<file path="src/hw/rtl/iss_pkg.sv">
package iss_pkg;

    // Field widths of the item and result channels.
    localparam int CMD_W  = 3;
    localparam int POS_W  = 4;
    localparam int VAL_W  = 32;
    localparam int LEN_W  = 5;
    localparam int STAT_W = 2;

    // Number of entries that a position can reach.
    localparam int POS_SPAN = 1 << POS_W;

    // Default depth of the sequence.
    localparam int CAPACITY_DEF = 16;

    // Command codes; the three unused codes fall to a default arm.
    typedef enum logic [CMD_W-1:0] {
        CMD_INSERT_FRONT = 3'd0,
        CMD_APPEND_BACK  = 3'd1,
        CMD_REMOVE_AT    = 3'd2,
        CMD_READ_AT      = 3'd3,
        CMD_WRITE_AT     = 3'd4
    } command_t;

    // Result status codes.
    typedef enum logic [STAT_W-1:0] {
        STATUS_OK      = 2'd0,
        STATUS_FULL    = 2'd1,
        STATUS_BAD_POS = 2'd2
    } status_t;

    // One command handed from the input stage to the store.
    typedef struct packed {
        logic                     fire;
        command_t                 op;
        logic [POS_W-1:0]         position;
        logic signed [VAL_W-1:0]  value;
    } iss_req_t;

    // One result returned by the store.
    typedef struct packed {
        logic signed [VAL_W-1:0]  read_value;
        logic [LEN_W-1:0]         length;
        status_t                  status;
    } iss_rsp_t;

endpackage

</file>
<file path="src/hw/rtl/iss_store.sv">
module iss_store
    import iss_pkg::*;
#(
    parameter int CAPACITY = CAPACITY_DEF
)
(
    input  logic     clk,
    input  logic     rst_n,
    input  iss_req_t req,
    output iss_rsp_t rsp
);

    localparam int CNT_W  = $clog2(CAPACITY + 1);
    localparam int CMP_W  = (CNT_W > POS_W) ? CNT_W : POS_W;
    localparam int RD_N   = (CAPACITY < POS_SPAN) ? CAPACITY : POS_SPAN;

    logic signed [VAL_W-1:0] entries_reg [CAPACITY];
    logic [CNT_W-1:0]        count_reg;
    logic [CNT_W-1:0]        count_next;

    logic [CMP_W-1:0]        pos_ext;
    logic [CMP_W-1:0]        cnt_cmp;
    logic                    full;
    logic                    pos_ok;
    logic                    do_insert;
    logic                    do_append;
    logic                    do_remove;
    logic                    do_write;
    logic signed [VAL_W-1:0] read_view [POS_SPAN];

    // Range checks against the current fill.
    assign pos_ext = CMP_W'(req.position);
    assign cnt_cmp = CMP_W'(count_reg);
    assign full    = (count_reg == CNT_W'(CAPACITY));
    assign pos_ok  = (pos_ext < cnt_cmp);

    // Decode the command into the update that it makes.
    always_comb
    begin
        do_insert      = 1'b0;
        do_append      = 1'b0;
        do_remove      = 1'b0;
        do_write       = 1'b0;
        count_next     = count_reg;
        rsp.read_value = '0;
        rsp.status     = STATUS_OK;
        unique case (req.op)
            CMD_INSERT_FRONT,
            CMD_APPEND_BACK:
            begin
                if (full)
                begin
                    rsp.status = STATUS_FULL;
                end
                else
                begin
                    do_insert  = (req.op == CMD_INSERT_FRONT);
                    do_append  = (req.op == CMD_APPEND_BACK);
                    count_next = count_reg + CNT_W'(1);
                end
            end
            CMD_REMOVE_AT:
            begin
                if (!pos_ok)
                begin
                    rsp.status = STATUS_BAD_POS;
                end
                else
                begin
                    do_remove  = 1'b1;
                    count_next = count_reg - CNT_W'(1);
                end
            end
            CMD_READ_AT:
            begin
                if (!pos_ok)
                begin
                    rsp.status = STATUS_BAD_POS;
                end
                else
                begin
                    rsp.read_value = read_view[req.position];
                end
            end
            CMD_WRITE_AT:
            begin
                if (!pos_ok)
                begin
                    rsp.status = STATUS_BAD_POS;
                end
                else
                begin
                    do_write = 1'b1;
                end
            end
            default:
            begin
                count_next = count_reg;
            end
        endcase
        // The reported length is the new fill, cut to the field width.
        rsp.length = LEN_W'(count_next);
    end

    // Only the first entries can be reached by a position.
    for (genvar j = 0; j < POS_SPAN; j++)
    begin : g_view
        if (j < RD_N)
        begin : g_real
            assign read_view[j] = entries_reg[j];
        end
        else
        begin : g_none
            assign read_view[j] = '0;
        end
    end

    // Each entry takes its own value, a neighbor or the new value.
    for (genvar k = 0; k < CAPACITY; k++)
    begin : g_entry
        localparam logic [CMP_W-1:0] K_IDX = CMP_W'(k);
        logic                    upd;
        logic signed [VAL_W-1:0] entry_next;

        always_comb
        begin
            upd        = 1'b0;
            entry_next = entries_reg[k];
            if (do_insert)
            begin
                upd        = 1'b1;
                entry_next = (k == 0) ? req.value : entries_reg[(k == 0) ? 0 : k - 1];
            end
            else if (do_append && (K_IDX == cnt_cmp))
            begin
                upd        = 1'b1;
                entry_next = req.value;
            end
            else if (do_remove && (K_IDX >= pos_ext) && (k < CAPACITY - 1))
            begin
                upd        = 1'b1;
                entry_next = entries_reg[(k < CAPACITY - 1) ? k + 1 : k];
            end
            else if (do_write && (K_IDX == pos_ext))
            begin
                upd        = 1'b1;
                entry_next = req.value;
            end
        end

        always_ff @(posedge clk)
        begin
            if (req.fire && upd)
            begin
                entries_reg[k] <= entry_next;
            end
        end
    end

    // Fill count.
    always_ff @(posedge clk or negedge rst_n)
    begin
        if (!rst_n)
        begin
            count_reg <= '0;
        end
        else if (req.fire)
        begin
            count_reg <= count_next;
        end
    end

    // The fill never passes the depth.
    a_count_bound: assert property (@(posedge clk) disable iff (!rst_n)
        count_reg <= CNT_W'(CAPACITY))
        else $error("fill count above capacity");

    // A command that reports full leaves the fill as it was.
    a_full_hold: assert property (@(posedge clk) disable iff (!rst_n)
        req.fire && (rsp.status == STATUS_FULL) |=> $stable(count_reg))
        else $error("fill changed on a full store");

    // A good removal shrinks the fill by one.
    a_remove_dec: assert property (@(posedge clk) disable iff (!rst_n)
        req.fire && (req.op == CMD_REMOVE_AT) && (rsp.status == STATUS_OK)
        |=> (count_reg == $past(count_reg) - CNT_W'(1)))
        else $error("removal did not shrink the fill");

    // Without a command the fill holds.
    a_idle_hold: assert property (@(posedge clk) disable iff (!rst_n)
        !req.fire |=> $stable(count_reg))
        else $error("fill changed with no command");

endmodule

</file>
<file path="src/hw/rtl/indexed_sequence_store_unit.sv">
// Indexed sequence store: an ordered list of signed 32-bit values, empty
// after reset, up to CAPACITY entries deep.
// Input channel: command, position and value arrive with in_valid; an item
// is taken on a clock edge where in_valid is high and in_stall is low.
// Commands insert at the front, append at the back, remove at a position
// and close the gap, read at a position, or overwrite at a position.
// Output channel: each item gives one result of read_value, length and
// status, held while out_stall is high.
// A full store or a position not below the length gives an error status
// and leaves the contents unchanged.
// From acceptance to out_valid: the input register takes the item, and
// once the result register is free, the store update and the result
// register load together.
// Throughput is one item per cycle while the receiver does not stall; the
// register array shifts in parallel. When the receiver stalls, the result
// register holds, the input register fills, and then in_stall rises.
// Reset empties the store and drops both stages; entry contents are not
// cleared and need no clearing pass.
module indexed_sequence_store_unit
    import iss_pkg::*;
#(
    parameter int CAPACITY = CAPACITY_DEF
)
(
    input  logic                     clk,
    input  logic                     rst_n,
    input  logic                     in_valid,
    output logic                     in_stall,
    input  logic [CMD_W-1:0]         command,
    input  logic [POS_W-1:0]         position,
    input  logic signed [VAL_W-1:0]  value,
    output logic                     out_valid,
    input  logic                     out_stall,
    output logic signed [VAL_W-1:0]  read_value,
    output logic [LEN_W-1:0]         length,
    output logic [STAT_W-1:0]        status
);

    logic                    s1_valid_reg;
    logic [CMD_W-1:0]        s1_cmd_reg;
    logic [POS_W-1:0]        s1_pos_reg;
    logic signed [VAL_W-1:0] s1_val_reg;
    logic                    out_valid_reg;
    iss_rsp_t                out_reg;
    logic                    advance;
    logic                    accept;
    iss_req_t                req;
    iss_rsp_t                rsp;

    // The input stage moves on when the result register is free.
    assign advance  = s1_valid_reg && (!out_valid_reg || !out_stall);
    assign in_stall = s1_valid_reg && !advance;
    assign accept   = in_valid && !in_stall;

    // Input register.
    always_ff @(posedge clk or negedge rst_n)
    begin
        if (!rst_n)
        begin
            s1_valid_reg <= 1'b0;
        end
        else if (accept || advance)
        begin
            s1_valid_reg <= accept;
        end
    end

    always_ff @(posedge clk)
    begin
        if (accept)
        begin
            s1_cmd_reg <= command;
            s1_pos_reg <= position;
            s1_val_reg <= value;
        end
    end

    // Command into the store.
    assign req.fire     = advance;
    assign req.op       = command_t'(s1_cmd_reg);
    assign req.position = s1_pos_reg;
    assign req.value    = s1_val_reg;

    iss_store #(
        .CAPACITY (CAPACITY)
    ) u_store (
        .clk   (clk),
        .rst_n (rst_n),
        .req   (req),
        .rsp   (rsp)
    );

    // Result register.
    always_ff @(posedge clk or negedge rst_n)
    begin
        if (!rst_n)
        begin
            out_valid_reg <= 1'b0;
        end
        else if (advance || !out_stall)
        begin
            out_valid_reg <= advance;
        end
    end

    always_ff @(posedge clk)
    begin
        if (advance)
        begin
            out_reg <= rsp;
        end
    end

    assign out_valid  = out_valid_reg;
    assign read_value = out_reg.read_value;
    assign length     = out_reg.length;
    assign status     = out_reg.status;

    // A result waiting under stall is not overwritten.
    a_no_overrun: assert property (@(posedge clk) disable iff (!rst_n)
        out_valid_reg && out_stall |-> !advance)
        else $error("result overwritten while stalled");

    // An accepted item reaches the store on the next edge when the output is free.
    a_pass_on: assert property (@(posedge clk) disable iff (!rst_n)
        accept && !(out_valid_reg && out_stall) |=> s1_valid_reg)
        else $error("accepted item lost");

    // The input side stalls only while the input register holds an item.
    a_stall_cause: assert property (@(posedge clk) disable iff (!rst_n)
        in_stall |-> s1_valid_reg && out_valid_reg)
        else $error("stall without a held item");

endmodule

</file>
<file path="config.mk">
export PLATFORM = sky130hd
export DESIGN_NAME = indexed_sequence_store_unit
export DESIGN_NICKNAME = d
export VERILOG_FILES = /design/src/hw/rtl/iss_pkg.sv /design/src/hw/rtl/iss_store.sv /design/src/hw/rtl/indexed_sequence_store_unit.sv
export SDC_FILE = /design/constraint.sdc
export NUM_CORES = 1
export LEC_CHECK = 0
export BUFFER_PORTS_ARGS = -buffer_cell sky130_fd_sc_hd__buf_2
export CAP_MARGIN = 10
export CELL_PAD_IN_SITES_DETAIL_PLACEMENT = 1
export CELL_PAD_IN_SITES_GLOBAL_PLACEMENT = 1
export CORE_ASPECT_RATIO = 1.25
export CORE_UTILIZATION = 53
export DETAILED_ROUTE_END_ITERATION = 6
export GPL_TIMING_DRIVEN = 1
export PLACE_DENSITY = 0.85
export SKIP_LAST_GASP = 1
export SYNTH_ARGS = -nofsm -noshare
export SYNTH_HDL_FRONTEND = slang
export SYNTH_SLANG_ARGS = --single-unit
</file>
<file path="constraint.sdc">
create_clock -name clk -period 5 [get_ports clk]
set_input_delay 1 -clock clk [delete_from_list [all_inputs] [get_ports clk]]
set_output_delay 1 -clock clk [all_outputs]
set_load 0.03 [all_outputs]
</file>
==> parameters.txt <==
Parameter                              Value

Yosys
  Number of flops mapped to enable cells by yosys ... 590
  Synthesized flop and latch total ... 597
  Post-synth design cell area ... 31900 um2
  Adder-cell share of the synthesized area ... 0.00353
  Area share of and/or/nand/nor cells after synthesis ... 0.127
  Most frequently used flop master after synthesis ... sky130_fd_sc_hd__edfxtp_1
  Largest area contributor in the netlist ... sky130_fd_sc_hd__edfxtp_1
  Cells after Synth ... 2432
  Share of Yosys cell area claimed by the top area cell type ... 0.555
  Yosys Warn Count ... 0
  Fraction of the mapped netlist area in compound gates ... 0.171
  Post-Synthesis Net Count ... 2484
  Leading cell types by total area after synthesis ... sky130_fd_sc_hd__edfxtp_1 55%, sky130_fd_sc_hd__a221o_1 11%, sky130_fd_sc_hd__mux4_2 9.0%
  Post-synthesis average cell area ... 13.1 um2
  Synth Area in XOR/XNOR ... 0.000548
  Fraction of registers with async set/reset ... 0.0117
  Part of the Yosys area used for sequential elements ... 0.560
  Number of unique standard cell types used by synthesis ... 59
  Share of synthesized area spent on multiplexers ... 0.102
  Combinational family with the most area after synthesis ... compound AO/OA/AOI/OAI gates

Global route
  Vias in the first global route ... 27100
  Largest net degree at the start of global routing ... 200
  Remaining global-route overflow ... 0
  Global-route total usage across every layer ... 0.405
  First-pass GRT wire length ... 183 mm
  Number of antenna violations at the first check in global routing ... 4

Finish
  Fraction of layout instances using a drive strength above 1 ... 0.196
  Area taken by multi-input logic gates ... 13300 um2
  Area Overhead vs Synth ... 10.5%
  Number of flip-flops in the largest register ... 512
  Sequential cell area ... 17900 um2
  Final standard cell area without fillers ... 35300 um2
  Filler cell count ... 5679
  Post-layout nets ... 2430
  Ant. Diodes ... 0

Clocking
  Post-cts gate resize count ... 0
  Number of buffers between clock root and the deepest sink ... 3
  TritonCTS Buffers ... 61
  Hold-fix buffers, CTS ... 0
  # H-tree levels ... 2
  CTS tree ... done
  Later-pin clock latency in the skew report ... 0.67 ns
  Clock transition at path regs ... 0.07 ns
  CTS sink count ... 597
  Root Buffer ... sky130_fd_sc_hd__clkbuf_16
  Total setup buffers inserted after CTS ... 0

Timing
  Ratio of final minimum period to clock period ... 0.787
  Max-slew headroom ... 0.185
  Final critical path time including I/O delays and setup ... 3.93 ns
  Sum of negative setup slack ... 0 ns
  Final worst hold slack ... 0.165 ns
  Worst setup margin ... 1.07 ns
  Final hold vios ... 0
  RSZ-0062 raised after global routing ... no
  Layout Skew ... 0.0294 ns
  Number of slew-limit violations in the final report ... 0
  Fmax achieved ... 254 MHz
  Slew at the pin closest to its max-slew limit ... 1.22 ns
  Final setup vio count ... 0

Die
  Number of top-level pins ... 84
  Die X ... 222 um
  Core ar. ... 59600 um2
  Die footprint ... 61300 um2
  Number of cell rows ... 100
  Die Height ... 276 um
  Initial standard-cell utilization of the core ... 0.536

Pwr
  Total power divided by cell area ... 379 nW/um2
  Final total power ... 13.4 mW
  Worst vdd ir ... 0.000313 V
  Leakage ... 12.1 nW

Worst setup path
  Startpoint types ... flip-flop
  Largest fanout on the critical path ... 21
  Sort of element at the end of the critical path ... flip-flop
  Crit Path Class ... flip-flop to flip-flop
  Data required, critical path ... 5.38 ns
  Arrival time at the worst endpoint ... 4.31 ns

Routing
  Via density ... 8.27
  Initial DRC count ... 4695
  Number of routed nets with antenna violations ... 0
  Vias ... 26400
  Post-detailed-routing wire length ... 126 mm
  Drt drc ... 0
  Average wire length per cell after detail routing ... 39.3 um
  First-pass iteration count of the detailed router ... 6

Run
  MaxCap Viol Count ... 0

Placement
  Place WS ... 1.24 ns
  Gp weighted congestion ... 0.908
  Port Buffers ... 83
  Placed inst area ... 33300 um2
  Detailed placement HPWL ... 71.4 mm

Run status
  Result of the run ... finished clean

Hold path
  Min-delay worst type ... input pin to asynchronous set/reset pin
## routing by layer
layer | wire length [um] | vias up | GRT usage
met1 | 41400 | 13200 | 0.498
met3 | 16500 | 664 | 0.107
li1 | - | 9865 | -
met4 | 10300 | 6 | 0.299
met5 | 30 | - | 0
met2 | 57300 | 2749 | 0.618
## cell usage in the layout, fill, tap and decap left out, types with 4 or more instances in the layout
cell type	count
sky130_fd_sc_hd__edfxtp_1	590
sky130_fd_sc_hd__a221o_1	353
sky130_fd_sc_hd__nand2_1	212
sky130_fd_sc_hd__and2_1	195
sky130_fd_sc_hd__and3_1	162
sky130_fd_sc_hd__mux4_2	128
sky130_fd_sc_hd__nand3_1	114
sky130_fd_sc_hd__o211ai_1	96
sky130_fd_sc_hd__buf_2	83
sky130_fd_sc_hd__buf_4	70
sky130_fd_sc_hd__a22oi_1	65
sky130_fd_sc_hd__clkbuf_16	62
sky130_fd_sc_hd__a21oi_1	43
sky130_fd_sc_hd__mux2_2	32
sky130_fd_sc_hd__clkinv_2	18
sky130_fd_sc_hd__clkinv_1	18
sky130_fd_sc_hd__a31oi_4	17
sky130_fd_sc_hd__nor2_1	13
sky130_fd_sc_hd__a21oi_4	11
sky130_fd_sc_hd__o21ai_0	9
sky130_fd_sc_hd__ha_1	9
sky130_fd_sc_hd__buf_12	9
sky130_fd_sc_hd__inv_1	8
sky130_fd_sc_hd__nand2b_1	7
sky130_fd_sc_hd__dfrtp_1	7
sky130_fd_sc_hd__bufinv_16	5
sky130_fd_sc_hd__clkbuf_1	5
sky130_fd_sc_hd__nand4_1	4
sky130_fd_sc_hd__nor2_4	4
sky130_fd_sc_hd__nand3b_1	4
sky130_fd_sc_hd__a31oi_1	4
sky130_fd_sc_hd__nand4b_1	4
sky130_fd_sc_hd__clkinvlp_4	4
## report_power, final
part / switching, mW / internal (mW)
Sequential: 0.341 / 5.94
Combinational: 1.57 / 0.861
Clock: 2.13 / 2.52
Total: 4.04 / 9.33
## worst max-delay path: stages (launching register included)
cell and delay [ns]:
sky130_fd_sc_hd__edfxtp_1 0.86, sky130_fd_sc_hd__ha_1 0.39, sky130_fd_sc_hd__a211o_1 0.35, sky130_fd_sc_hd__a221o_1 0.61
sky130_fd_sc_hd__nor2_4 0.89, sky130_fd_sc_hd__buf_4 0.39, sky130_fd_sc_hd__o211ai_1 0.13
## logic make-up (layout without fill, tap and decap cells)
group | Yosys count | after routing
fa+ha+maj | 9 | 9
flops | 597 | 597
xor+xnor | 2 | 2
buf+inv | 289 | 288
compound gates | 624 | 624
mux | 160 | 160
simple gates | 751 | 751
## final timing paths
check,startpoint,endpoint,slack (ns),cells past startpoint
max,s1_pos_reg[2],u_store.entries_reg[0][118],1.07,6
min,rst_n,u_store.cnt_cmp[4],0.17,1
max reg2reg,s1_pos_reg[2],u_store.entries_reg[0][118],1.07,6
min reg2reg,s1_valid_reg,out_valid,0.47,1
max in group asynchronous,rst_n,s1_valid_reg,4.66,1
min in group clk,s1_valid_reg,out_valid,0.47,1
## synthesized netlist by cell type, types with 9 or more instances
master                     instances
sky130_fd_sc_hd__edfxtp_1        590
sky130_fd_sc_hd__a221o_1         353
sky130_fd_sc_hd__nand2_1         213
sky130_fd_sc_hd__and2_1          196
sky130_fd_sc_hd__clkbuf_1        187
sky130_fd_sc_hd__and3_1          165
sky130_fd_sc_hd__mux4_2          128
sky130_fd_sc_hd__nand3_1         115
sky130_fd_sc_hd__o211ai_1         96
sky130_fd_sc_hd__a22oi_1          65
sky130_fd_sc_hd__buf_2            64
sky130_fd_sc_hd__a21oi_1          49
sky130_fd_sc_hd__mux2_2           32
sky130_fd_sc_hd__buf_1            25
sky130_fd_sc_hd__a31oi_1          20
sky130_fd_sc_hd__nor2_1           17
sky130_fd_sc_hd__o21ai_0          12
sky130_fd_sc_hd__inv_1            10
sky130_fd_sc_hd__ha_1              9
## through the flow
stage          utilization  instances
3_3_place_gp         0.560       3080
6_report             0.593       3196
3_5_place_dp         0.560       3080
4_1_cts              0.593       3196
5_1_grt              0.593       3196
2_1_floorplan            -       2432
## area by class of cell
cell class	instances	share of cell area
Multi-Input combinational cell	1546	0.378
Inverter	10	0.00106
Clock inverter	49	0.0111
Clock buffer	67	0.0445
Tap cell	765	0.0271
Sequential cell	597	0.507
Timing Repair Buffer	162	0.0318
(Power assumes the default switching activity.)
